### config.mk
export PLATFORM = sky130hd
export DESIGN_NAME = knap_alu
export DESIGN_NICKNAME = d
export VERILOG_FILES = /design/src/hw/rtl/knap_pkg.sv /design/src/hw/rtl/knap_alu.sv
export SDC_FILE = /design/constraint.sdc
export NUM_CORES = 1
export LEC_CHECK = 0
export BUFFER_PORTS_ARGS = -buffer_cell sky130_fd_sc_hd__buf_4
export CAP_MARGIN = 20
export CORE_AREA = 3 3 72 74
export DETAILED_ROUTE_END_ITERATION = 8
export DIE_AREA = 0 0 75 77
export PLACE_DENSITY = 0.82
export SYNTH_ARGS = -nofsm -noshare
export SYNTH_HDL_FRONTEND = slang
export SYNTH_SLANG_ARGS = --single-unit
### constraint.sdc
create_clock -name vclk -period 5.8
set_input_delay 0.87 -clock vclk [all_inputs]
set_output_delay 0.87 -clock vclk [all_outputs]
set_load 0.005 [all_outputs]
### src/hw/rtl/knap_pkg.sv
// Shared types and constants for the 0/1 knapsack engine.
package knap_pkg;

    // Field widths
    localparam int CFG_W    = 10;
    localparam int WEIGHT_W = 10;
    localparam int PROFIT_W = 16;
    localparam int VALUE_W  = 32;

    // Default table size and capacity register reset
    localparam int               DEF_MAX_CAPACITY = 1023;
    localparam logic [CFG_W-1:0] CAP_RESET        = 10'd1023;

    // Sequencer states
    typedef enum logic [5:0] {
        ST_CLEAR = 6'b000001,
        ST_IDLE  = 6'b000010,
        ST_RUN   = 6'b000100,
        ST_DRAIN = 6'b001000,
        ST_READ  = 6'b010000,
        ST_LOAD  = 6'b100000
    } knap_state_t;

    // Table control from the sequencer
    typedef struct packed {
        logic rd_en;     // issue reads on both ports
        logic wr_clear;  // write zero at the sweep address
        logic wr_upd;    // update slot is live, write if the unit says take
        logic load;      // capture the table read into the result register
    } knap_mem_ctl_t;

endpackage

### src/hw/rtl/knap_alu.sv
// Shared update unit: saturating profit add and compare against the current entry.
module knap_alu (
    input  logic [knap_pkg::PROFIT_W-1:0] profit,
    input  logic [knap_pkg::VALUE_W-1:0]  entry_cur,   // entry at c
    input  logic [knap_pkg::VALUE_W-1:0]  entry_rem,   // entry at c - weight
    output logic [knap_pkg::VALUE_W-1:0]  taken,
    output logic                          take
);
    import knap_pkg::*;

    logic [VALUE_W:0] sum_wide;

    // Add with carry out, clamp to all ones on overflow
    assign sum_wide = {1'b0, entry_rem} + {{(VALUE_W + 1 - PROFIT_W){1'b0}}, profit};
    assign taken    = sum_wide[VALUE_W] ? {VALUE_W{1'b1}} : sum_wide[VALUE_W-1:0];
    assign take     = taken > entry_cur;

endmodule

======== Word-level counts from Yosys, hierarchy flattened ========
Index checks and enable logic that the tools add are counted.
Widths: inputs -> output; s select.
cells by class
  $add $sub $neg .......................... 1
  $lt $le $gt $ge ......................... 1
  muxes and demuxes ....................... 1
operators with widths
  kind            count
  $add 32x16->33  1
  $gt 32x32->1    1
  $mux 32         1
storage, ports and cells
  bits of input ports ..................... 80
  word-level logic and storage cells ...... 3
  output and inout port bits .............. 33
  bits in registers ....................... 0

======== Logic depth before layout (Yosys ltp) ========
Gate-level depths: netlist (run 1).
  word-level depth ........................ 3
  gate-level depth with buffers ........... 16
  mapped depth without buffers ............ 15

======== Worst setup path after synthesis (run 1) ========
No wires, ideal clock.
  kind .................................... in2out
  start ................................... input port profit[0] in the netlist's numbering
  end ..................................... output port take
  stages on the path ...................... 16
  required time ........................... 4.930 ns
  arrival ................................. 3.926 ns
  buffers on the path ..................... 2
  path slack .............................. 1.004 ns
  cells stage by stage .................... ha_1 fa_1 a211oi_1 o211a_1 nor4b_4 o21ai_1 buf_4 buf_2 nand2_1 ha_1 a21o_1 a21o_1 a21oi_1 o22ai_1 o41ai_1 a22oi_1
between the ends
  longest elaborated chain between the ends .. 3
ends and longest elaborated chain
  item                      line            text
  from (decl)               knap_alu.sv:3   input logic [knap_pkg::PROFIT_W-1:0] profit,
  $add 32x16->33            knap_alu.sv:14  assign sum_wide = {1'b0, entry_rem} + {{(VALUE_W + 1 - PROFIT_W){1'b0}}, profit};
  $mux 32                   knap_alu.sv:15  assign taken = sum_wide[VALUE_W] ? {VALUE_W{1'b1}} : sum_wide[VALUE_W-1:0];
  named net taken, one bit  knap_alu.sv:6   output logic [knap_pkg::VALUE_W-1:0] taken,
  $gt 32x32->1              knap_alu.sv:16  assign take = taken > entry_cur;
  to (decl)                 knap_alu.sv:7   output logic take
The timed path passes the listed nets, and every way through them passes these cells.

======== Worst setup path after layout (run 1) ========
  start ................................... input port profit[0] in the netlist's numbering
  end ..................................... output port take
between the ends
  longest elaborated chain between the ends .. 3
ends and longest elaborated chain
  item            line
  $add 32x16->33  knap_alu.sv:14
  $mux 32         knap_alu.sv:15
  $gt 32x32->1    knap_alu.sv:16
No other way between the ends.

==> impl_metrics.py, run 1 <==
metrics = {
    "run_status": {
        "status": "complete, no violations",
    },
    "power_and_ir_drop": {
        "p_comb_share_pct": 100.0,
        "powerDensity_nw_per_um2": 107,
        "power_switching_share_pct": 49.8,
        "p_sw_mw": 0.166,
        "seqPwrFrac_pct": 0,
        "p_leak_nw": 1.71,
        "ir_drop_v": 0.0000613,
        "power.internal_mw": 0.167,
        "clock_power_share_pct": 0,
    },
    "drt": {
        "drt_iter0_drc": 136,
        "drc": 0,
        "wl_um": 6820,
        "wl_per_cell_um": 14.3,
        "drt_first_pass_iters": 5,
        "ant_nets": 0,
        "vias": 2636,
        "vias_per_cell": 5.51,
    },
    "synth": {
        "post_synth_fa_ha_maj_area_fraction_pct": 28.2,
        "synth.top_cell.area_share_pct": 27.3,
        "syn_avg_cell_area_um2": 6.97,
        "synth_cell_types": 55,
        "synth.most_common_cell": "ha_1",
        "synth_area_leaders": "ha_1 27%, nand2_1 7.0%, inv_1 6.8%, a21o_1 5.5%, a21oi_1 5.0%",
        "synth-xor-area-share_pct": 7.16,
        "synthSimpleGateAreaFrac_pct": 26.4,
        "syn_inst": 316,
        "synthMuxAreaShare_pct": 2.67,
        "synth_top_family_by_area": "adder cells",
        "seq_area_frac_synth_pct": 0,
        "yosys-top-cells-count": "48 x ha_1, 41 x nand2_1, 40 x inv_1",
        "synthesis.area_um2": 2200,
        "synth_area_leader_cell": "ha_1",
        "synth-compound-area-share_pct": 27.3,
        "yosysWarningCount": 0,
        "syn_nets": 445,
    },
    "timing": {
        "worst_pin_slew_ns": 0.568,
        "finalCritPeriodShare_pct": 92.8,
        "setup_viol": 0,
        "drv_slew": 0,
        "fin_ws_ns": 0.416,
        "clock.fmax_mhz": 186,
        "relSlewSlack_pct": 61.7,
        "period_minus_slack_ns": 5.38,
        "hold_viol": 0,
        "timing.setup.tns_ns": 0,
        "rsz0062_at_grt": "false",
    },
    "setup_path": {
        "endpoint_kind": "output port",
        "crit_path_cell_trace": "buf_4, ha_1, fa_1, a211oi_1, o211a_1, nor4b_4, o21ai_2, buf_12, nand2_1, ha_1, a21o_1, a21o_1, a21oi_1, o22ai_1, o41ai_1, a22oi_1, buf_4",
        "worst_path_max_delay_cell": "fa_1",
        "required_ns": 4.93,
        "crit_fanout": 24,
        "max_stage_delay_ns": 0.44,
        "worstSetupPathType": "in2out",
        "cp-start-kind": "input pin",
        "arrival_ns": 4.51,
    },
    "final_layout": {
        "syn2layout_area_growth_pct": 41.2,
        "final_layout_size_suffix_gt1_share_pct": 30.9,
        "clock_buffers": 0,
        "fill_cells": 432,
        "regArea_um2": 0,
        "nets": 555,
        "n_antenna_cell": 0,
        "n_sequential_cell": 0,
    },
    "die": {
        "die_h_um": 77,
        "core_area_um2": 4660,
        "fp.dieW_um": 75,
        "start_util_pct": 47.2,
        "io_pins": 113,
        "fp.dieArea_um2": 5780,
        "rows": 25,
    },
    "hold_path": {
        "hp-class": "in2out",
        "worst_hold_path.num_cells": 3,
    },
    "clock_tree": {
        "cts-resized-gates": 0,
        "cts_hold_buf": 0,
        "cts_setup_buffers": 0,
    },
    "placed_design": {
        "place.gp.congestion": 0.935,
        "place.port_buffers": 113,
        "dp_hpwl_um": 6120,
        "pre_cts_ws_ns": 0.470,
    },
    "global_routing": {
        "grt_util_all_layers_pct": 22.5,
        "grt_pass1_vias": 2414,
        "overflow": 0,
        "grt_max_degree": 25,
        "grt_first_pass_wirelength_um": 10800,
        "antenna_found_initial": 0,
    },
    "job": {
        "drv_cap": 0,
    },
}
==> critical path: cells and delay by family <==
family	cells	cell delay [ns]
buffers and inverters	3	0.46
and+or+nand+nor	2	0.17
adders and majority gates	3	0.95
AOI/OAI and AO/OA	9	2.04
==> worst paths after layout <==
check / start / end / slack (ns)
worst min-delay path: entry_rem[29] / taken[29] / 2.07
worst max-delay path: profit[0] / take / 0.42
==> stage by stage <==
stage | util (%) | cells | instance area (um^2) | hold WS, ns | total power, mW
detailed placement | 66.7 | 478 | 3110 | 2.07 | 0.331
global route | 66.7 | 478 | 3110 | 2.09 | 0.373
CTS | 66.7 | 478 | 3110 | 2.07 | 0.332
global placement | 66.7 | 478 | 3110 | 2.07 | 0.325
floorplan | - | 316 | 2200 | 1.87 | 0.189
finish | 66.7 | 478 | 3110 | 2.07 | 0.333
==> cells in the final DEF, fill, tap and decap left out, types with 5 or more instances in the layout <==
| master | n |
|---|---|
| nand2_1 | 41 |
| a21o_1 | 16 |
| xor2_1 | 7 |
| xnor2_1 | 11 |
| a21oi_1 | 22 |
| nor3_1 | 5 |
| inv_1 | 40 |
| buf_4 | 113 |
| nor2_1 | 17 |
| o21ai_0 | 17 |
| nand3_1 | 10 |
| ha_1 | 48 |
| nand4_1 | 16 |
==> per-layer routing <==
layer	global-route usage [%]	up-vias	wire length, um
li1	-	1370	-
met1	33.7	1174	3290
met2	36.5	86	3110
met3	0.524	6	350
met4	1.96	0	75
met5	0	-	0
==> area by class of cell <==
cell class | instances | area (um^2) | share of cell area, %
inverters | 40 | 150 | 4.83
multi-input cells | 270 | 2020 | 65.1
well taps | 54 | 67.6 | 2.17
repair buffers | 114 | 868 | 27.9
==> logic make-up (layout without fill, tap and decap cells) <==
kind of cell | Yosys count | count (layout)
AOI/OAI and AO/OA | 88 | 88
adders and majority gates | 49 | 49
xor gates and xnor gates | 18 | 18
buffers and inverters | 46 | 154
and+or+nand+nor | 110 | 110
muxes | 5 | 5
==> power groups by stage <==
stage | Sequential, mW | Clock [mW] | Combinational (mW)
2_1_floorplan | 0 | 0 | 0.189
3_3_place_gp | 0 | 0 | 0.325
3_5_place_dp | 0 | 0 | 0.331
4_1_cts | 0 | 0 | 0.332
5_1_grt | 0 | 0 | 0.373
6_report | 0 | 0 | 0.333
Power figures use the tool's default switching activity.
==> inputs of run 2 (changes only) <==
Settings changed: GPL_TIMING_DRIVEN set to 0.
==> run 2 against run 1 <==
- hold slack improved by 0.0046 ns
- worst setup slack got worse by 0.16 ns
- first-iteration DRC count rose by 6.6%
- sequential cell count did not move
- final cell count grew 1.0%
- die area is the same
- count of clock-buffer cells in the layout did not move
- critical endpoint unchanged
- largest cell class unchanged
==> impl_metrics.py, run 2 (same netlist as run 1, synthesis figures left out) <==
metrics = {
    "run_status": {
        "status": "complete, no violations",
    },
    "drt": {
        "drc": 0,
        "wl_per_cell_um": 14.1,
        "wl_um": 6800,
        "vias": 2684,
        "ant_nets": 0,
        "vias_per_cell": 5.56,
        "drt_first_pass_iters": 4,
        "drt_iter0_drc": 145,
    },
    "die": {
        "fp.dieW_um": 75,
        "rows": 25,
        "die_h_um": 77,
        "start_util_pct": 47.2,
        "core_area_um2": 4660,
        "io_pins": 113,
        "fp.dieArea_um2": 5780,
    },
    "final_layout": {
        "n_antenna_cell": 0,
        "syn2layout_area_growth_pct": 42.2,
        "regArea_um2": 0,
        "nets": 560,
        "clock_buffers": 0,
        "final_common_cell": "buf_4",
        "n_sequential_cell": 0,
        "post-route-util_pct": 67.2,
        "final_layout_size_suffix_gt1_share_pct": 31.9,
        "fill_cells": 427,
        "final_cell_mix": "114 x buf_4, 48 x ha_1, 41 x nand2_1",
    },
    "placed_design": {
        "pre_cts_ws_ns": 0.233,
        "place.gp.congestion": 0.922,
        "place.port_buffers": 113,
        "dp_hpwl_um": 6060,
    },
    "global_routing": {
        "overflow": 0,
        "grt_first_pass_wirelength_um": 11100,
        "antenna_found_initial": 0,
        "grt_max_degree": 11,
        "grt_util_all_layers_pct": 22.9,
        "grt_pass1_vias": 2501,
    },
    "hold_path": {
        "hp-class": "in2out",
        "worst_hold_path.num_cells": 3,
        "min_from": "entry_rem[29]",
        "min_to": "taken[29]",
    },
    "setup_path": {
        "crit_top_cell": "buf_4",
        "crit_path_cell_trace": "buf_4, ha_1, fa_1, a211oi_2, o211a_1, nor4b_4, o21ai_1, buf_4, buf_2, nand2_1, ha_1, a21o_1, a21o_1, a21oi_1, o22ai_1, o41ai_2, a22oi_1, buf_4",
        "endpoint_kind": "output port",
        "crit_family": "compound AO/OA/AOI/OAI gates",
        "required_ns": 4.93,
        "crit_fanout": 10,
        "arrival_ns": 4.67,
        "max_stage_delay_ns": 0.46,
        "critPathBufInv": 4,
        "worstSetupPathType": "in2out",
        "worst_path_max_delay_cell": "fa_1",
        "cp-start-kind": "input pin",
    },
    "timing": {
        "setup_viol": 0,
        "hold_viol": 0,
        "finalHoldWorstSlack_ns": 2.07,
        "drv_slew": 0,
        "worst_pin_slew_ns": 0.629,
        "relSlewSlack_pct": 57.5,
        "period_minus_slack_ns": 5.54,
        "clock.fmax_mhz": 180,
        "fin_ws_ns": 0.257,
        "finalCritPeriodShare_pct": 95.6,
    },
    "clock_tree": {
        "cts_hold_buf": 0,
        "cts_setup_buffers": 0,
        "cts-resized-gates": 0,
    },
    "power_and_ir_drop": {
        "powerDensity_nw_per_um2": 107,
        "p_leak_nw": 1.73,
        "ir_drop_v": 0.0000607,
    },
    "job": {
        "drv_cap": 0,
    },
}
[run 2: cell types whose count changed in the layout (fill, tap and decap cells not counted)]
cell      before  now
buf_2          0    5
a211oi_1       4    3
a211oi_2       0    1
buf_12         1    0
buf_4        113  114
o21ai_1        0    1
o21ai_2        1    0
o41ai_1        1    0
o41ai_2        0    1
[run 2: metal layers]
| metal | GRT usage, % | up-vias | wire, um |
|---|---|---|---|
| met3 | 0.524 | 10 | 399 |
| li1 | - | 1380 | - |
| met5 | 0 | - | 0 |
| met1 | 31.4 | 1190 | 3020 |
| met4 | 3.02 | 0 | 97 |
| met2 | 39.8 | 104 | 3290 |
[run 2: cell type report]
cell class	count	area, um^2	area share (%)
repair buffers	113	848	27.1
well taps	54	67.6	2.16
plain buffers	6	32.5	1.04
inverters	40	150	4.80
multi-input cells	270	2030	64.9
[run 2: tightest hold or removal path: stages]
cell and delay, ns:
buf_4 0.09, mux2_4 0.14, buf_4 0.10
[run 2: how the worst max path moves through the flow]
stage	slack, ns	startpoint	end	cells past startpoint
2_1_floorplan	1.00	profit[0]	take	16
3_3_place_gp	0.33	profit[0]	take	18
3_5_place_dp	0.23	profit[0]	take	18
4_1_cts	0.21	profit[0]	take	18
5_1_grt	-0.01	profit[0]	take	18
6_report	0.26	profit[0]	take	18
[run 2: where the power goes]
| part | total (mW) | internal [mW] | switching [mW] |
|---|---|---|---|
| combinational | 0.334 | 0.168 | 0.166 |
| clock | 0 | 0 | 0 |
| sequential | 0 | 0 | 0 |
[run 2: metrics by stage]
stage | cells | power [mW] | instance area, um^2 | setup TNS, ns
4_1_cts | 483 | 0.331 | 3120 | 0
3_3_place_gp | 483 | 0.321 | 3120 | 0
5_1_grt | 483 | 0.374 | 3130 | -0.0146
3_5_place_dp | 483 | 0.329 | 3120 | 0
6_report | 483 | 0.334 | 3130 | 0
2_1_floorplan | 316 | 0.189 | 2200 | 0
