## src/hw/rtl/knap_pkg.sv

```systemverilog
// Shared types and constants for the 0/1 knapsack engine.
package knap_pkg;

    // Field widths
    localparam int CFG_W    = 10;
    localparam int WEIGHT_W = 10;
    localparam int PROFIT_W = 16;
    localparam int VALUE_W  = 32;

    // Default table size and capacity register reset
    localparam int               DEF_MAX_CAPACITY = 1023;
    localparam logic [CFG_W-1:0] CAP_RESET        = 10'd1023;

    // Sequencer states
    typedef enum logic [5:0] {
        ST_CLEAR = 6'b000001,
        ST_IDLE  = 6'b000010,
        ST_RUN   = 6'b000100,
        ST_DRAIN = 6'b001000,
        ST_READ  = 6'b010000,
        ST_LOAD  = 6'b100000
    } knap_state_t;

    // Table control from the sequencer
    typedef struct packed {
        logic rd_en;     // issue reads on both ports
        logic wr_clear;  // write zero at the sweep address
        logic wr_upd;    // update slot is live, write if the unit says take
        logic load;      // capture the table read into the result register
    } knap_mem_ctl_t;

endpackage

```

## src/hw/rtl/knap_ctrl.sv

```systemverilog
// Sequencer: walks the capacities per item, sweeps the table clear, fetches the answer.
module knap_ctrl #(
    parameter int MAX_CAPACITY = 1023,
    parameter int AW           = 10
) (
    input  logic                          clk,
    input  logic                          rst_n,
    input  logic [knap_pkg::CFG_W-1:0]    bag_capacity,
    input  logic                          item_valid,
    output logic                          item_stall,
    input  logic [knap_pkg::WEIGHT_W-1:0] item_weight,
    input  logic [knap_pkg::PROFIT_W-1:0] item_profit,
    input  logic                          last_item,
    input  logic                          out_free,
    output knap_pkg::knap_state_t         state,
    output knap_pkg::knap_mem_ctl_t       ctl,
    output logic [AW-1:0]                 rd_addr_a,
    output logic [AW-1:0]                 rd_addr_b,
    output logic [AW-1:0]                 wr_addr,
    output logic [knap_pkg::PROFIT_W-1:0] profit
);
    import knap_pkg::*;

    // Common width for capacity and weight arithmetic
    localparam int            CW        = (AW > CFG_W) ? AW : CFG_W;
    localparam logic [CW-1:0] MAX_CW    = CW'(MAX_CAPACITY);
    localparam logic [AW-1:0] LAST_ADDR = AW'(MAX_CAPACITY);

    knap_state_t         state_reg, state_next;
    logic [AW-1:0]       c_reg, c_next;
    logic [AW-1:0]       low_reg, low_next;
    logic [AW-1:0]       cap_reg, cap_next;
    logic [AW-1:0]       clr_reg, clr_next;
    logic [AW-1:0]       p_addr_reg, p_addr_next;
    logic                p_valid_reg, p_valid_next;
    logic                last_reg, last_next;
    logic [WEIGHT_W-1:0] w_reg, w_next;
    logic [PROFIT_W-1:0] profit_reg, profit_next;

    logic          accept;
    logic [CW-1:0] cfg_cw;
    logic [CW-1:0] cap_cw;
    logic [CW-1:0] w_in_cw;
    logic [CW-1:0] low_cw;
    logic          skip;
    logic [CW-1:0] rem_cw;

    assign item_stall = (state_reg != ST_IDLE);
    assign accept     = item_valid && !item_stall;

    // Effective capacity and lowest capacity the item touches
    assign cfg_cw  = CW'(bag_capacity);
    assign cap_cw  = (cfg_cw > MAX_CW) ? MAX_CW : cfg_cw;
    assign w_in_cw = CW'(item_weight);
    assign low_cw  = (w_in_cw > CW'(1)) ? w_in_cw : CW'(1);
    assign skip    = low_cw > cap_cw;

    // Remaining-capacity address for the current step
    assign rem_cw = CW'(c_reg) - CW'(w_reg);

    always_comb
    begin
        state_next   = state_reg;
        c_next       = c_reg;
        low_next     = low_reg;
        cap_next     = cap_reg;
        clr_next     = clr_reg;
        last_next    = last_reg;
        w_next       = w_reg;
        profit_next  = profit_reg;
        p_valid_next = 1'b0;
        p_addr_next  = c_reg;
        ctl          = '0;
        rd_addr_a    = c_reg;
        rd_addr_b    = c_reg;
        wr_addr      = p_addr_reg;
        ctl.wr_upd   = p_valid_reg;

        unique case (state_reg)
            ST_CLEAR:
            begin
                ctl.wr_clear = 1'b1;
                wr_addr      = clr_reg;
                clr_next     = clr_reg + AW'(1);
                if (clr_reg == LAST_ADDR)
                begin
                    state_next = ST_IDLE;
                end
            end
            ST_IDLE:
            begin
                if (accept)
                begin
                    cap_next    = cap_cw[AW-1:0];
                    c_next      = cap_cw[AW-1:0];
                    low_next    = low_cw[AW-1:0];
                    w_next      = item_weight;
                    profit_next = item_profit;
                    last_next   = last_item;
                    if (!skip)
                    begin
                        state_next = ST_RUN;
                    end
                    else if (last_item)
                    begin
                        state_next = ST_READ;
                    end
                end
            end
            ST_RUN:
            begin
                // One capacity per cycle, highest first
                ctl.rd_en    = 1'b1;
                rd_addr_b    = rem_cw[AW-1:0];
                p_valid_next = 1'b1;
                if (c_reg == low_reg)
                begin
                    state_next = ST_DRAIN;
                end
                else
                begin
                    c_next = c_reg - AW'(1);
                end
            end
            ST_DRAIN:
            begin
                // Final update write lands this cycle
                state_next = last_reg ? ST_READ : ST_IDLE;
            end
            ST_READ:
            begin
                ctl.rd_en  = 1'b1;
                rd_addr_a  = cap_reg;
                rd_addr_b  = cap_reg;
                state_next = ST_LOAD;
            end
            ST_LOAD:
            begin
                if (out_free)
                begin
                    ctl.load   = 1'b1;
                    clr_next   = '0;
                    state_next = ST_CLEAR;
                end
            end
            default:
            begin
                state_next = ST_CLEAR;
                clr_next   = '0;
            end
        endcase
    end

    // Control state
    always_ff @(posedge clk or negedge rst_n)
    begin
        if (!rst_n)
        begin
            state_reg   <= ST_CLEAR;
            clr_reg     <= '0;
            p_valid_reg <= 1'b0;
            last_reg    <= 1'b0;
        end
        else
        begin
            state_reg   <= state_next;
            clr_reg     <= clr_next;
            p_valid_reg <= p_valid_next;
            last_reg    <= last_next;
        end
    end

    // Item and walk payload
    always_ff @(posedge clk)
    begin
        c_reg      <= c_next;
        low_reg    <= low_next;
        cap_reg    <= cap_next;
        w_reg      <= w_next;
        profit_reg <= profit_next;
        p_addr_reg <= p_addr_next;
    end

    assign state  = state_reg;
    assign profit = profit_reg;

endmodule

```

## config.mk

```make
export PLATFORM = sky130hd
export DESIGN_NAME = knap_ctrl
export DESIGN_NICKNAME = d
export VERILOG_FILES = /design/src/hw/rtl/knap_pkg.sv /design/src/hw/rtl/knap_ctrl.sv
export SDC_FILE = /design/constraint.sdc
export NUM_CORES = 1
export LEC_CHECK = 0
export CAP_MARGIN = 25
export CELL_PAD_IN_SITES_DETAIL_PLACEMENT = 0
export CELL_PAD_IN_SITES_GLOBAL_PLACEMENT = 1
export CORE_UTILIZATION = 43
export CTS_BUF_LIST = sky130_fd_sc_hd__clkbuf_4 sky130_fd_sc_hd__clkbuf_8
export CTS_CLUSTER_DIAMETER = 40
export DETAILED_ROUTE_END_ITERATION = 8
export DONT_BUFFER_PORTS = 1
export PLACE_DENSITY_LB_ADDON = 0.1
export SYNTH_ARGS = -nofsm -noshare
export SYNTH_HDL_FRONTEND = slang
export SYNTH_SLANG_ARGS = --single-unit
```

## constraint.sdc

```tcl
create_clock -name clk -period 5.91 [get_ports clk]
set_input_delay 1.182 -clock clk [delete_from_list [all_inputs] [get_ports clk]]
set_output_delay 1.182 -clock clk [all_outputs]
set_load 0.02 [all_outputs]
```

==> After elaboration in Yosys (flattened, before gate mapping) <==
Cells that the tools add are included.
{ "word_totals": {"ff_bits": 84, "inputBits": 41, "word_cells": 64} }
{ "op_classes": {"n_mux": 23, "n_eq_ne": 15, "addsub": 3, "n_lt_le_gt_ge": 3, "bitwise_logic": 1, "n_reduce_logical": 9} }
{ "ops": {"columns": ["operator", "count"], "rows": [
  ["$mux W10", 7],
  ["$pmux W10 S2", 2],
  ["$mux W6", 6],
  ["$pmux W6 S6", 1],
  ["$pmux W10 S3", 1],
  ["$add A10 B1 Y10 const B", 1],
  ["$eq A10 B10 Y1", 1],
  ["$eq A10 B10 Y1 const B", 1],
  ["$gt A10 B1 Y1 const B", 1],
  ["$gt A10 B10 Y1", 1],
  ["$gt A10 B10 Y1 const B", 1],
  ["$ne A2 B2 Y1 const B", 5],
  ["$sub A10 B1 Y10 const B", 1],
  ["$sub A10 B10 Y10", 1],
  ["$eq A6 B1 Y1 const B", 1],
  ["$eq A6 B2 Y1 const B", 1],
  ["$eq A6 B3 Y1 const B", 1],
  ["$eq A6 B4 Y1 const B", 1],
  ["$eq A6 B5 Y1 const B", 1],
  ["$eq A6 B6 Y1 const B", 1],
  ["$ne A6 B2 Y1 const B", 1],
  ["$mux W1", 5],
  ["$mux W5", 1],
  ["$reduce_and A5 Y1", 1],
  ["9 further kinds", 10]
]} }

==> Longest topological paths before layout <==
Gate-level depths: netlist of the first run.
{ "logic_depth": {"ltp_word": 6, "ltp_mapped": 11, "ltp_nobuf": 11} }

==> Worst setup path after synthesis of the first run <==
OpenSTA, ideal clock, no wires.
{ "synth_timing": {"kind": "register -> output", "start": "reg c_reg[0]", "end": "out rd_addr_b[8]", "required_time_ps": 4728, "stages_incl_launch_ff": 11, "setup_slack_ps": 2221, "path_buffers": 0, "arrival_ps": 2507, "cell_sequence": "edfxtp_1 inv_1 ha_1 inv_1 fa_1 a21o_1 a21oi_1 o21ai_0 o41ai_1 xor2_1 o21ai_0"} }
{ "synth_between": {"elab_chain_cells": 2} }
{ "synth_rtl": {"columns": ["item", "line_no", "source"], "rows": [
  ["start: declaration", "knap_ctrl.sv:30", "logic [AW-1:0] c_reg, c_next;"],
  ["start signal: assignment", "knap_ctrl.sv:176", "c_reg <= c_next;"],
  ["$sub A10 B10 Y10", "knap_ctrl.sv:59", "assign rem_cw = CW'(c_reg) - CW'(w_reg);"],
  ["$pmux W10 S2", "knap_ctrl.sv:79", "unique case (state_reg)"],
  ["end: declaration", "knap_ctrl.sv:18", "output logic [AW-1:0] rd_addr_b,"]
]} }
No other way between the ends.

==> Worst setup path in the final report of the first run <==
Ends and elaborated chain as after synthesis.

==> results.toml, run 1 <==
[outcome]
status = "finished clean"

[critical_path]
cp-end-kind = "output port"
arrival_ps = 3260
worstPathCellList = "inv_1 -> ha_1 -> inv_1 -> fa_1 -> a21o_1 -> a21oi_1 -> o21ai_0 -> o41ai_1 -> xor2_1 -> o21ai_0"
worstPathMaxFanout = 5
path_delay_family = "compound AO/OA/AOI/OAI gates"
path_class = "flip-flop to output port"
path_buf_inv = 2
startpoint_type = "flip-flop"
slowest_delay_ps = 580
slowest_stage = "o21ai_0"
worst-endpoint-required_ps = 4730

[synth]
ys_seq_elements = 84
synth_nets = 496
netlist_instances = 433
yosysMostFrequentCell = "nand2_1"
synth.area.top_cells = "edfxtp_1 39%, dfrtp_1 9.8%, nand2_1 7.7%, ha_1 6.0%, dfxtp_1 4.6%"
ys.flop_type = "edfxtp_1"
synth.distinct_cells = 54
ys_seq_area_share_pct = 53.7
syn_avg_cell_area_um2 = 10.0
synthArstFlopShare_pct = 21.4
yosys.area.top_type = "edfxtp_1"
ys_top_cells_by_count = "89 x nand2_1, 56 x edfxtp_1, 35 x o21ai_0, 31 x inv_1, 25 x clkbuf_1"
synth-edff-count = 56
synth_top_area_share_pct = 38.7
synth_area_um2 = 4350
synth.yosys.warnings = 0

[global_routing]
grt_pass1_wl_um = 14600
grt_usage_pct = 19.1
antenna_found_initial = 0
gr-total-overflow = 0
grt_pass1_vias = 2736
grt_start_max_net_pins = 47

[clock_tree]
ctsHoldBuffers = 0
numCtsBuffers = 9
cts.clk_slew.worst_paths_ps = 90
htree_levels = 3
clk_path_buf_depth = 2
cts_tree = "yes"
ctsRootBufferMaster = "clkbuf_8"
clkSinkCount = 84
clock_latency_ps = 370
cts_setup_buffers = 0
cts-resized-gates = 0

[timing]
setup_viol = 0
hold_violations = 0
fin_worst_skew_ps = 10.4
drv_slew = 0
finalCritPeriodShare_pct = 75.2
finalCriticalPeriod_ps = 4440
tightest_slew_ps = 984
whs_ps = 497
tns_ps = 0
max_freq_mhz = 225
rsz0062_at_grt = "false"
maxSlewHeadroom_pct = 34.4

[placement]
dp.cells = 534
portBuffers = 0
detailed_place.area_um2 = 4360
routabilityCongestion = 0.844
dp_hpwl_um = 7060

[power]
pwr_density_cell_nw_per_um2 = 235
ir_drop_v = 0.000139
leakagePower_nw = 1.85

[final_layout]
regArea_um2 = 2330
fillers = 982
multi_input_area_um2 = 1720
post-route-util_pct = 46.7
final_nets = 475
antenna_cells = 0
final_cells = 550
areaGrowthSynthToFinish_pct = 4.98
layout-drive-gt1-share_pct = 6.95
fin_area_um2 = 4560
largest_register_ff_count = 16

[floorplan]
die_w_um = 103
initial_core_util_pct = 44.5
die_h_um = 103
num_rows = 36
core_area_um2 = 9770
dieArea_um2 = 10500
io_pins = 98

[drt]
wl_um = 9610
route.vias.total = 2856
drc = 0
dr.pass1.iters = 4
avgRoutedWirePerCell_um = 17.5
drt_iter0_drc = 116
antenna_left = 0
via_per_inst = 5.19

[worst_hold_path]
hold_class = "primary input to asynchronous set/reset pin"

[job]
drv_cap = 0
==> per-layer routing <==
layer	track usage, %	vias to the layer above	wire length [um]
met5	0	-	0
met4	9.12	0	188
met3	4.27	11	445
met2	29.9	56	4510
met1	25.2	1344	4470
li1	-	1445	-
==> where the power goes <==
group	internal (mW)	leakage, nW	switching, mW
registers	0.627	0.826	0
clock network	0.201	0.101	0.226
logic	0.00881	0.925	0.0118
total	0.836	1.85	0.238
==> cells by family (layout without fill, tap and decap cells) <==
family          count (synthesis)  in the layout  synth area share [%]
buf+inv                        66             50                  6.68
fa+ha+maj                      22             22                  6.51
compound gates                 78             78                  11.0
mux                             1              1                 0.230
xor+xnor                       25             25                  5.04
simple gates                  157            157                  16.8
flops                          84             84                  53.7
==> stage by stage <==
step	power (mW)	worst slack (ps)
final	1.07	1470
after global placement	0.660	1900
after floorplan	0.660	2220
after detailed placement	0.661	1870
after global routing	1.11	1240
after CTS	1.09	1470
==> path summary, 6_finish.rpt <==
path                          start       endpoint  slack [ps]  cells after the start
hold / removal                rst_n     clr_reg[6]         500                      0
setup reg to reg           state[3]       state[3]        3160                      8
hold reg to reg            c_reg[0]  p_addr_reg[0]         500                      0
setup / recovery           c_reg[0]   rd_addr_b[8]        1470                     10
min in group clk           c_reg[0]  p_addr_reg[0]         500                      0
max in group asynchronous     rst_n       state[0]        5240                      0
==> cell type report <==
cell class	count	share of cell area (%)
Clock inverter	7	1.78
Multi-Input combinational cell	283	37.7
Inverter	32	2.63
Tap cell	133	3.65
Sequential cell	84	51.2
Timing Repair Buffer	2	0.329
Clock buffer	9	2.72
==> cell usage in the layout (no fill, tap or decap), types with 6 or more instances in the layout <==
cell type  Yosys  routed
nand2_1       89      89
edfxtp_1      56      56
o21ai_0       35      35
inv_1         31      30
nor2_1        23      23
ha_1          21      21
dfrtp_1       17      17
xor2_1        14      14
a21oi_1       12      12
xnor2_1       11      11
dfxtp_1       10      10
clkbuf_8       2       9
nand3_1        8       8
nand2b_1       6       6
nand4_1        6       6
a31oi_1        6       6
Note: power is estimated with default switching activity, not from simulation.
==> run 2: changes to the inputs <==
ABC_AREA = 1   (was default)
clock period = 3.8 ns   (was 5.91 ns; I/O delays follow)
==> results.toml, run 2 <==
[timing]
drv_slew = 0
maxSlewHeadroom_pct = 50.5
setup_viol = 0
tightest_slew_ps = 734
tns_ps = 0
hold_violations = 0
max_freq_mhz = 309
fin_worst_skew_ps = 15.2
finalCritPeriodShare_pct = 85.3
fin_ws_ps = 560
rsz0062_at_grt = "false"
finalCriticalPeriod_ps = 3240

[placement]
routabilityCongestion = 0.850
dp_hpwl_um = 7980
pre_cts_ws_ps = 968
portBuffers = 0

[final_layout]
largest_register_ff_count = 16
final_common_cell = "nand2_1"
antenna_cells = 0
final_cell_mix = "98 x nand2_1, 73 x inv_1, 56 x edfxtp_1"
post-route-util_pct = 47.5
areaGrowthSynthToFinish_pct = 7.49
layout-drive-gt1-share_pct = 15.1
fillers = 1012
final_nets = 554

[critical_path]
arrival_ps = 2480
slowest_delay_ps = 450
slowest_stage = "edfxtp_1"
path_class = "flip-flop to output port"
path_buf_inv = 2
worst_path_most_repeated_cell = "inv_1"
worst-endpoint-required_ps = 3040
crit_cells = 9
worstPathMaxFanout = 7
reg2regPathDepth = 4
startpoint_type = "flip-flop"
worstPathCellList = "inv_1 -> ha_1 -> inv_1 -> fa_1 -> nand3_1 -> nand2_1 -> a21oi_1 -> xor2_1 -> o21ai_2"
cp-end-kind = "output port"
r2r_slack_ps = 1410
path_delay_family = "adder cells"

[clock_tree]
ctsRootBufferMaster = "clkbuf_8"
clkSinkCount = 84
cts.clk_slew.worst_paths_ps = 100
cts_setup_buffers = 0
clock_latency_ps = 360
cts_tree = "yes"
clk_path_buf_depth = 2
numCtsBuffers = 9
htree_levels = 3
cts-resized-gates = 0
ctsHoldBuffers = 0

[synth]
synth_top_area_share_pct = 37.0
synth_top_family_by_area = "simple AND/OR/NAND/NOR gates"
synth.distinct_cells = 46
yosys.area.top_type = "edfxtp_1"
synth_compound_gate_area_share_pct = 11.2
synthAdderAreaFrac_pct = 6.22
yosysMostFrequentCell = "nand2_1"
synth-edff-count = 56
syn_avg_cell_area_um2 = 9.16
synthArstFlopShare_pct = 21.4
synth.area.top_cells = "edfxtp_1 37%, dfrtp_1 9.4%, nand2_1 8.1%, inv_1 6.0%, ha_1 5.8%"
netlist_instances = 496
ys_seq_elements = 84
ys_seq_area_share_pct = 51.4
ys.flop_type = "edfxtp_1"
synth.yosys.warnings = 0
synth_area_um2 = 4540
synth_simple_gate_area_share_pct = 19.5
synthMuxAreaShare_pct = 0
ys_top_cells_by_count = "98 x nand2_1, 73 x inv_1, 56 x edfxtp_1, 38 x o21ai_0, 30 x nor2_1"
synth_nets = 559
synth_xor_area_share_pct = 2.31

[drt]
avgRoutedWirePerCell_um = 16.1
antenna_left = 0
route.vias.total = 3207
wl_um = 10200
via_per_inst = 5.07
drt_iter0_drc = 198
dr.pass1.iters = 4
drc = 0

[floorplan]
num_rows = 37
initial_core_util_pct = 44.2
core_area_um2 = 10300
die_w_um = 105
die_h_um = 105
dieArea_um2 = 11000
io_pins = 98

[global_routing]
grt_usage_pct = 19.6
gr-total-overflow = 0
grt_pass1_vias = 3131
antenna_found_initial = 0
grt_pass1_wl_um = 16400
grt_start_max_net_pins = 37

[power]
power_mw = 1.67
pwr_density_cell_nw_per_um2 = 342
leakagePower_nw = 2.15
ir_drop_v = 0.000192

[worst_hold_path]
hold_class = "primary input to asynchronous set/reset pin"

[outcome]
status = "finished clean"

[job]
drv_cap = 0
==> run 2: logic make-up after synthesis <==
| family | Yosys count |
|---|---|
| fa+ha+maj | 22 |
| flops | 84 |
| compound gates | 84 |
| buf+inv | 105 |
| xor+xnor | 12 |
| simple gates | 189 |
==> run 2: layout make-up <==
class | count | area, um2 | area share [%]
multi-input combinational | 307 | 1790 | 36.6
sequential | 84 | 2330 | 47.8
inverter | 76 | 288 | 5.89
timing repair buffer | 13 | 97.6 | 2.00
clock inverter | 7 | 81.3 | 1.67
tap | 136 | 170 | 3.48
clock buffer | 9 | 124 | 2.54
==> run 2: metrics by stage <==
stage / cells / instance area, um2 / hold slack [ps]
6_report: 632 / 4880 / 79.2
5_1_grt: 632 / 4880 / 47.5
4_1_cts: 632 / 4880 / 62.2
3_5_place_dp: 616 / 4680 / 441
3_3_place_gp: 616 / 4680 / 396
2_1_floorplan: 496 / 4540 / 376
==> run 2: metal layers <==
layer / vias to the layer above / global-route usage, % / wire length (um)
met2: 80 / 30.5 / 4690
met5: - / 0 / 0
li1: 1621 / - / -
met1: 1495 / 26.9 / 4840
met3: 11 / 5.12 / 503
met4: 0 / 5.73 / 127
==> run 2: power by group <==
part | internal, mW | switching, mW | total (mW) | leakage [nW]
clock network | 0.315 | 0.341 | 0.657 | 0.107
registers | 0.975 | 0.000257 | 0.975 | 0.823
logic | 0.0139 | 0.0220 | 0.0358 | 1.22
==> run 2: path summary, 6_finish.rpt <==
path,startpoint,to
setup / recovery,c_reg[0],rd_addr_b[6]
hold / removal,rst_n,clr_reg[2]
setup reg to reg,state[5],cap_reg[5]
hold reg to reg,c_reg[0],p_addr_reg[0]
max in group asynchronous,rst_n,state[0]
min in group clk,c_reg[0],p_addr_reg[0]
==> run 3: changes to the inputs <==
CORE_UTILIZATION = 45   (was 43)
MAX_ROUTING_LAYER = met4   (was default)
RECOVER_POWER = 50   (was default)
==> results.toml, run 3 (synthesized netlist as in run 2, its figures left out) <==
[final_layout]
layout-drive-gt1-share_pct = 13.9
largest_register_ff_count = 16
final_cell_mix = "98 x nand2_1, 74 x inv_1, 56 x edfxtp_1"
final_cells = 630
final_nets = 555
areaGrowthSynthToFinish_pct = 6.91
final_common_cell = "nand2_1"
antenna_cells = 0

[placement]
dp_hpwl_um = 7890
portBuffers = 0
routabilityCongestion = 0.854
dp.cells = 614

[timing]
finalCriticalPeriod_ps = 3310
hold_violations = 0
maxSlewHeadroom_pct = 47.2
finalCritPeriodShare_pct = 87.2
fin_worst_skew_ps = 8.05
drv_slew = 0
tns_ps = 0
max_freq_mhz = 302
rsz0062_at_grt = "false"
setup_viol = 0
tightest_slew_ps = 784

[drt]
drc = 0
drt_iter0_drc = 174
dr.pass1.iters = 4
via_per_inst = 5.00
avgRoutedWirePerCell_um = 15.9
route.vias.total = 3150
wl_um = 10000
antenna_left = 0

[critical_path]
worstPathMaxFanout = 27
startpoint_type = "flip-flop"
path_delay_family = "simple AND/OR/NAND/NOR gates"
slowest_delay_ps = 560
slowest_stage = "inv_1"
worst-endpoint-required_ps = 3040
path_buf_inv = 1
path_class = "flip-flop to output port"
r2r_slack_ps = 1470
worstPathCellList = "nor2_1 -> nand4_4 -> inv_1 -> nand2_1 -> o211ai_1"
cp-end-kind = "output port"
arrival_ps = 2550

[clock_tree]
ctsRootBufferMaster = "clkbuf_8"
clk_path_buf_depth = 2
ctsHoldBuffers = 0
clkSinkCount = 84
cts-resized-gates = 0
cts_tree = "yes"
clock_latency_ps = 350
numCtsBuffers = 9
htree_levels = 3
cts.clk_slew.worst_paths_ps = 90
cts_setup_buffers = 0

[floorplan]
io_pins = 98
num_rows = 36
dieArea_um2 = 10500
die_h_um = 102
initial_core_util_pct = 46.5
die_w_um = 102
core_area_um2 = 9770

[global_routing]
antenna_found_initial = 0
grt_pass1_wl_um = 15400
grt_start_max_net_pins = 36
grt_usage_pct = 20.9
gr-total-overflow = 0
grt_pass1_vias = 2995

[outcome]
status = "finished clean"

[worst_hold_path]
hold_class = "primary input to asynchronous set/reset pin"

[job]
drv_cap = 0

[power]
leakagePower_nw = 2.14
ir_drop_v = 0.000222
pwr_density_cell_nw_per_um2 = 338
-- run 3: area by class of cell --
cell class | instances | area (um2)
clock buffer | 10 | 131
tap | 133 | 166
fill | 957 | 4920
sequential | 84 | 2330
timing repair buffer | 14 | 101
clock inverter | 6 | 63.8
multi-input combinational | 307 | 1770
inverter | 76 | 288
-- run 3: power by group --
part | internal (mW) | switching [mW]
Combinational | 0.0140 | 0.0230
Clock | 0.311 | 0.318
Sequential | 0.975 | 0.000248
-- run 3: worst paths after layout --
path                                from            end  cells after the start
worst max-delay path            state[1]   rd_addr_b[1]                      5
worst min-delay path               rst_n     clr_reg[2]                      0
worst max register to register  state[1]       c_reg[5]                      5
worst min register to register  c_reg[0]  p_addr_reg[0]                      0
max in group asynchronous          rst_n       state[0]                      0
min in group clk                c_reg[0]  p_addr_reg[0]                      0
-- run 3: metrics by stage --
step / total power [mW] / setup slack (ps) / area [um2] / utilization, % / hold slack [ps]
4_1_cts: 1.66 / 567 / 4880 / 49.9 / 64.4
5_1_grt: 1.71 / 245 / 4860 / 49.7 / 51.4
6_report: 1.64 / 487 / 4860 / 49.7 / 86.8
3_5_place_dp: 1.03 / 978 / 4680 / 47.9 / 409
2_1_floorplan: 1.03 / 283 / 4540 / - / 376
3_3_place_gp: 1.03 / 1030 / 4680 / 47.9 / 397
-- run 3: metal layers --
layer	up-vias	global-route usage, %	share of wire [%]
met5	-	-	0
li1	1618	-	-
met4	0	6.26	1.1
met3	8	5.68	5.4
met1	1444	28.2	49
met2	80	30.5	45
-- run 3: worst register-to-register path, cell delays in order (launching register included) --
cell	delay (ps)
dfrtp_1	500
nor2_1	300
nand4_4	430
o21bai_2	410
a21boi_0	170
buf_4	220
